--- src/rtl/softab_pkg.sv ---
// Package for the socket owner flow table: field structs, action and status codes, sizes.
// Used by every module in rtl.
package softab_pkg;

    localparam int TABLE_DEPTH = 128;
    localparam int IDX_W       = $clog2(TABLE_DEPTH);
    localparam int CNT_W       = IDX_W + 1;
    localparam int QUEUE_DEPTH = 2;

    typedef enum logic [1:0] {
        ACT_CLEAR  = 2'd0,
        ACT_INSERT = 2'd1,
        ACT_ATTACH = 2'd2,
        ACT_LOOKUP = 2'd3
    } t_action;

    typedef enum logic [2:0] {
        ST_OK      = 3'd0,
        ST_INVALID = 3'd1,
        ST_FULL    = 3'd2,
        ST_DUP     = 3'd3,
        ST_NOMATCH = 3'd4,
        ST_OWNED   = 3'd5,
        ST_SELF    = 3'd6
    } t_status;

    localparam logic [1:0] CFG_SELF_ADDR = 2'd0;
    localparam logic [1:0] CFG_SELF_PORT = 2'd1;
    localparam logic [1:0] CFG_SELF_PID  = 2'd2;

    typedef struct packed {
        logic [1:0]  action;
        logic [7:0]  proto;
        logic [31:0] addr_first;
        logic [31:0] addr_second;
        logic [15:0] port_first;
        logic [15:0] port_second;
        logic [31:0] socket_id;
        logic [22:0] proc_id;
        logic        fresh_fill;
        logic        allow_self;
    } t_in_item;

    typedef struct packed {
        logic        found;
        logic [22:0] owner_id;
        logic [2:0]  status;
        logic [7:0]  entry_count;
    } t_out_item;

    // classified command handed from front to back
    typedef struct packed {
        t_in_item item;
        logic     bad_insert;
    } t_cmd;

    typedef struct packed {
        logic [31:0] self_addr;
        logic [15:0] self_port;
        logic [22:0] self_proc_id;
    } t_cfg;

endpackage

--- src/rtl/softab_front.sv ---
// Front end: takes commands, flags invalid inserts, pushes into a short queue.
// Depends on softab_pkg.
module softab_front (
    input  logic              i_clk,
    input  logic              i_rst_n,
    input  logic              i_start,
    input  softab_pkg::t_in_item i_item,
    output logic              o_busy,
    input  logic              i_pop,
    output logic              o_valid,
    output softab_pkg::t_cmd  o_cmd
);
    import softab_pkg::*;

    t_cmd         r_q [QUEUE_DEPTH];
    logic         r_wp, r_rp;
    logic [1:0]   r_cnt, n_cnt;
    logic         push;
    t_cmd         new_cmd;

    // sequential block: one item in flight between start and its pop by the back end
    logic r_inflight, n_inflight;

    assign o_busy  = r_inflight;
    assign push    = i_start && !r_inflight;
    assign o_valid = (r_cnt != 2'd0);
    assign o_cmd   = r_q[r_rp];

    always_comb begin
        new_cmd.item       = i_item;
        new_cmd.bad_insert = (i_item.socket_id == '0) || (i_item.addr_first == '0)
                           || (i_item.addr_second == '0);
    end

    always_comb begin
        n_cnt = r_cnt + {1'b0, push} - {1'b0, i_pop};
        n_inflight = r_inflight;
        if (push) begin
            n_inflight = 1'b1;
        end else if (i_pop) begin
            n_inflight = 1'b0;
        end
    end

    always_ff @(posedge i_clk) begin
        if (push) begin
            r_q[r_wp] <= new_cmd;
        end
        if (!i_rst_n) begin
            r_wp <= 1'b0;
            r_rp <= 1'b0;
            r_cnt <= 2'd0;
            r_inflight <= 1'b0;
        end else begin
            if (push) r_wp <= ~r_wp;
            if (i_pop) r_rp <= ~r_rp;
            r_cnt <= n_cnt;
            r_inflight <= n_inflight;
        end
    end
endmodule

--- config.mk ---
export PLATFORM = sky130hd
export DESIGN_NAME = softab_front
export DESIGN_NICKNAME = d
export VERILOG_FILES = /design/src/rtl/softab_pkg.sv /design/src/rtl/softab_front.sv
export SDC_FILE = /design/constraint.sdc
export NUM_CORES = 1
export LEC_CHECK = 0
export ABC_AREA = 1
export CAP_MARGIN = 15
export CORE_ASPECT_RATIO = 2
export CORE_MARGIN = 1
export CORE_UTILIZATION = 60
export DETAILED_ROUTE_END_ITERATION = 8
export DONT_BUFFER_PORTS = 1
export GPL_TIMING_DRIVEN = 0
export PLACE_DENSITY = 0.76
export SKIP_LAST_GASP = 1
export SYNTH_ARGS = -nofsm -noshare
export SYNTH_HDL_FRONTEND = slang
export SYNTH_SLANG_ARGS = --single-unit
--- constraint.sdc ---
create_clock -name i_clk -period 11.04 [get_ports i_clk]
set_input_delay 2.208 -clock i_clk [delete_from_list [all_inputs] [get_ports i_clk]]
set_output_delay 2.208 -clock i_clk [all_outputs]
set_load 0.02 [all_outputs]
==> metrics.md, run 1 <==
| Metric | Value |
|---|---|
| Root Driver | clkbuf_16 |
| Fillers | 1337 |
| Clock group share of total power | 0.354 |
| Static Leak | 0.00473 uW |
| DP Cell Count | 928 |
| Most frequent cell after synthesis | edfxtp_1 |
| Slew @ Worst Pin | 0.833 ns |
| Skew final | 0.00763 ns |
| Required time of the critical path | 8.83 ns |
| Gpl congestion | 0.754 |
| RR Startpoint | o_busy |
| Diode count | 0 |
| CTS tree | done |
| WS Path Type | reg -> out |
| H-tree levels | 1 |
| Primary FF master, synth | edfxtp_1 |
| Share of the synthesized area in the top cell type | 0.779 |
| Switching Share | 0.227 |
| RSZ-0062 raised after global routing | no |
| Cell Pwr Density | 197 mW/mm2 |
| Synth Area per Inst | 19.4 um2 |
| Tot GR Track Use | 0.216 |
| Worst vdd ir | 174 uV |
| WHS | 0.526 ns |
| Via Count | 5653 |
| Comb pwr share | 0.107 |
| Max Cap Viol | 0 |
| Largest net degree at the start of global routing | 35 |
| Initial antenna violation count | 0 |
| Post-CTS sizing | 0 |
| Library cells used by synthesis | 17 |
| Sequential Power Share | 0.539 |
| Cells after Synth | 652 |
| Crit path largest cell delay | 0.43 ns |
| Internal power | 2140 uW |
| Initial DRC Count | 204 |
| FF+latch area | 0.00997 mm2 |
| Worst slack, placed | 6.89 ns |
| Initial core utilization | 0.615 |
| Net Sw Power | 628 uW |
| Yosys warnings | 0 |
| Hold Buf Count CTS | 0 |
| Post-synth ARST share | 0 |
| Die ar. | 0.0217 mm2 |
| TritonCTS buffer count | 27 |
| Hold-critical path depth | 2 |
| Clock Latency Late Sink | 0.54 ns |
| Die X | 105 um |
| Max-Slew Margin vs Limit | 0.444 |
| Fmax | 254 MHz |
| Synth top area cells | edfxtp_1, mux2_2, nor2_1 |
| Crit path arrival time | 1.73 ns |
| Cell chain of the critical path | buf_6 -> clkbuf_8 -> mux2_2 |
| Hpwl dp | 17200 um |
| Area leader, netlist | edfxtp_1 |
| Crit path setup slack, layout | 7.10 ns |
| Syn nets | 822 |
| Clock Pin Slew Worst Setup and Hold Paths | 0.07 ns |
| Status | finished clean |
| Final nets | 861 |
| Post-route DRC | 0 |
| Port buffer count | 0 |
| Count of final hold-check violations | 0 |
| Pins over their slew limit | 0 |
| CTS Buffer Depth | 3 |
| Sink Count | 334 |
| Multi-input gate area | 0.00231 mm2 |
| Final Util | 0.685 |
| R2R Path End | r_q[1][93] |
| FF-to-FF path depth | 5 |
| Mapped Area | 0.0126 mm2 |
| Post-CTS setup buffer count | 0 |
| Drt first pass iters | 6 |
| Crit path launch type | register |
| FF+latch count, synth | 334 |
| HP Start | r_rp |
| R2R setup slack | 8.71 ns |
| Area Overhead vs Synth | 11.5% |
| Grt total ovfl | 0 |
| Sequential fraction of the synthesis area | 0.789 |
| Core area | 0.0206 mm2 |
| CP max stage cell | mux2_2 |
| Final setup viols | 0 |
| Row count | 74 |
| Vias per cell | 5.79 |
| Post-synth EDFFs | 328 |
| First-pass GRT wire length | 34800 um |
| Fin area | 0.0141 mm2 |
| Crit path capture type | output port |
| Non-Filler Instances | 976 |
| Share of layout cells above drive strength 1 | 0.328 |
| Critical Path Fanout Max | 10 |
| Final worst path period share | 0.357 |
| Vias in the first global route | 6124 |
| Hold WC Path Type | reg -> reg |
| Chip height | 207 um |
| Ports | 333 |
| Synth top cells by count | edfxtp_1, mux2_2, nor2_1 |
| Antenna-violating nets left | 0 |
| Wire per inst | 24.2 um |
| Post-DP Area | 0.0132 mm2 |
| Routed Wire Length | 23600 um |
| Minimum clock period after layout | 3.94 ns |
==> cell usage in the layout (no fill, tap or decap), types with 2 or more instances in the layout <==
master     count
a21oi_1        2
and2_1         5
buf_12        10
buf_6          5
bufinv_16      5
clkbuf_1       5
clkbuf_16     27
clkbuf_8      13
clkinv_1       5
clkinv_2       3
dfxtp_1        6
edfxtp_1     328
ha_1           3
inv_1         36
mux2_2       164
nand2_1       24
nand4_1        6
nor2_1        51
nor2_4         2
o21ai_0        2
xnor2_1        2
==> per-layer routing <==
metal / vias to the layer above / GRT usage / routed length [um]
met4: 0 / 0.130 / 1370
met2: 287 / 0.397 / 13000
li1: 2528 / - / -
met5: - / 0 / 0
met3: 79 / 0.0700 / 2060
met1: 2759 / 0.204 / 7240
==> metrics by stage <==
stage	power (uW)	setup TNS, ns
6_report	2770	0
5_1_grt	2850	0
4_1_cts	2800	0
3_5_place_dp	1820	0
3_3_place_gp	1830	-616.99
2_1_floorplan	1770	0
==> critical path, delay by kind of cell (launching register included) <==
kind,cells,cell delay (ns)
DFF,1,0.36
buffers and inverters,2,0.41
muxes,1,0.43
==> registers in the layout (all words and copies together) (netlist names), named ones only <==
signal,flops
r_rp,1
r_q,328
r_wp,1
r_cnt,2
o_busy,1
==> worst max-delay path by stage <==
stage | startpoint | endpoint | slack [ns] | cells past startpoint
2_1_floorplan | i_start | r_q[1][0] | 1.07 | 4
3_3_place_gp | i_start | r_q[0][52] | -1.89 | 4
3_5_place_dp | i_start | r_q[1][13] | 6.89 | 6
4_1_cts | register | o_cmd[30] | 7.05 | 3
5_1_grt | register | o_cmd[31] | 7.03 | 3
6_report | register | o_cmd[32] | 7.10 | 3
==> cells by family (layout without fill, tap and decap cells) <==
family,after synthesis,in the layout,synth area share
adders and majority gates,3,3,0.00297
muxes,164,164,0.146
xor gates and xnor gates,2,2,0.00139
DFF,334,334,0.789
buffers and inverters,54,112,0.0293
AOI/OAI and AO/OA,4,4,0.00158
and+or+nand+nor,91,91,0.0296
==> power by group through the flow <==
stage	sequential, uW	combinational [uW]	clock (uW)
after floorplan	1540	239	0
after global placement	1550	281	0
after detailed placement	1520	299	0
after CTS	1490	301	1000
after global routing	1500	311	1040
final	1490	298	981
==> layout make-up <==
| type | count | share of cell area |
|---|---|---|
| Tap cell | 266 | 0.0236 |
| Timing Repair Buffer | 10 | 0.0142 |
| Sequential cell | 334 | 0.708 |
| Clock inverter | 16 | 0.0148 |
| Clock buffer | 32 | 0.0493 |
| Multi-Input combinational cell | 264 | 0.164 |
| Inverter | 36 | 0.00959 |
| Buffer | 18 | 0.0167 |
Note: power is estimated with default switching activity, not from simulation.
==> run 2: changes to the inputs <==
- clock period: 11.04 -> 4.1 ns (I/O delays scaled with it)
==> run 2 against run 1 <==
Against the previous run:
- count of clock-buffer cells in the layout increased by 3
- highest routed layer unchanged
- critical path depth did not move
- sequential cell count stayed put
- sequential power increased to 2.7 times the previous value
- routed wire length barely moved
- first-iteration DRC count decreased by 11%
- combinational power increased to 2.7 times the previous value
==> metrics.md, run 2 (synthesis results as in run 1) <==
| Metric | Value |
|---|---|
| Status | finished clean |
| First-pass GRT wire length | 34600 um |
| Clock Latency Late Sink | 0.54 ns |
| Crit path largest cell delay | 0.43 ns |
| Initial antenna violation count | 0 |
| Wire per inst | 24.2 um |
| WHS | 0.375 ns |
| Core area | 0.0206 mm2 |
| Cell chain of the critical path | buf_6 -> clkbuf_8 -> mux2_2 |
| Top Registers | r_q: 328 flops, r_cnt: 2 flops |
| Delay-heaviest family, CP | multiplexers |
| Worst vdd ir | 528 uV |
| Fillers | 1289 |
| Sink Count | 334 |
| CP max stage cell | mux2_2 |
| Max reg flops | 328 |
| RR Startpoint | o_busy |
| Ports | 333 |
| Diode count | 0 |
| Skew final | 0.0170 ns |
| Die X | 105 um |
| Final nets | 862 |
| Count of final hold-check violations | 0 |
| Worst slack, placed | 1.32 ns |
| TritonCTS buffer count | 27 |
| Post-CTS setup buffer count | 0 |
| Post-route DRC | 0 |
| Vias per cell | 5.73 |
| Max-Slew Margin vs Limit | 0.480 |
| H-tree levels | 1 |
| Hold WC Path Type | in -> reg |
| Initial core utilization | 0.615 |
| FF+latch area | 0.00997 mm2 |
| Share of layout cells above drive strength 1 | 0.322 |
| Drt first pass iters | 5 |
| Crit path launch type | register |
| Antenna-violating nets left | 0 |
| Row count | 74 |
| Area Overhead vs Synth | 10.9% |
| Largest Register | r_q |
| Via Count | 5598 |
| Max Cap Viol | 0 |
| Root Driver | clkbuf_16 |
| Tot GR Track Use | 0.215 |
| Total power | 7190 uW |
| Crit path arrival time | 1.74 ns |
| Vias in the first global route | 6194 |
| Crit path capture type | output port |
| Pins over their slew limit | 0 |
| Port buffer count | 0 |
| WS Path Type | reg -> out |
| Final setup viols | 0 |
| CP bufs+invs | 2 |
| Fmax | 391 MHz |
| Required time of the critical path | 3.28 ns |
| Initial DRC Count | 182 |
| Gpl congestion | 0.785 |
| Slew @ Worst Pin | 0.778 ns |
| HP Start | i_item[112] |
| Die ar. | 0.0217 mm2 |
| Critical Path Fanout Max | 10 |
| Grt total ovfl | 0 |
| CTS tree | done |
| Most frequent cells in the layout | edfxtp_1, mux2_2, nor2_1, inv_1, clkbuf_16 |
| Cell Pwr Density | 513 mW/mm2 |
| Chip height | 207 um |
| Routed Wire Length | 23600 um |
| Multi-input gate area | 0.00231 mm2 |
| Post-CTS sizing | 0 |
| Commonest non-fill, non-tap cell in the layout | edfxtp_1 |
| Final worst path period share | 0.625 |
| RSZ-0062 raised after global routing | no |
| CTS Buffer Depth | 3 |
| Largest net degree at the start of global routing | 35 |
| Static Leak | 0.00469 uW |
| Hpwl dp | 17300 um |
| Minimum clock period after layout | 2.56 ns |
| Clock Pin Slew Worst Setup and Hold Paths | 0.07 ns |
| Crit path setup slack, layout | 1.54 ns |
| Hold Buf Count CTS | 0 |
[run 2: changes by cell type in the layout (fill, tap and decap cells not counted), sizes merged]
cell,before,now
buf,15,16
inv,37,38
bufinv,5,1
clkbuf,45,48
clkinvlp,1,0
clkinv,9,10
[run 2: cell type report]
cell class | instances | share of cell area
Multi-Input combinational cell | 264 | 0.165
Sequential cell | 334 | 0.711
Buffer | 18 | 0.0168
Inverter | 36 | 0.00964
Tap cell | 266 | 0.0238
Clock inverter | 13 | 0.00634
Clock buffer | 35 | 0.0504
Timing Repair Buffer | 11 | 0.0168
[run 2: per-stage QoR]
step / util / TNS (ns) / cells / area (um2)
2_1_floorplan: - / -556.24 / 652 / 12600
3_3_place_gp: 0.631 / -1135.10 / 918 / 13000
3_5_place_dp: 0.643 / 0 / 929 / 13200
4_1_cts: 0.682 / 0 / 977 / 14000
5_1_grt: 0.682 / 0 / 977 / 14000
6_report: 0.682 / 0 / 977 / 14000
[run 2: worst paths after layout]
kind,endpoint,slack [ns],cells after the start
hold reg to reg,r_rp,0.53,2
hold / removal,r_q[1][113],0.37,0
setup reg to reg,r_q[0][32],1.71,6
setup / recovery,o_cmd[34],1.54,3
[run 2: power by group]
part / leakage, uW / switching (uW) / internal (uW) / total (uW)
clock network: 0.000388 / 1080 / 1280 / 2350
logic: 0.00121 / 528 / 279 / 806
registers: 0.00310 / 48.1 / 3980 / 4030
[run 2: layer usage]
layer / part of all wire / global-route usage / up-vias
met2: 0.57 / 0.415 / 279
met1: 0.28 / 0.182 / 2720
met5: 0 / 0 / -
met4: 0.054 / 0.121 / 0
li1: - / - / 2524
met3: 0.095 / 0.0738 / 75
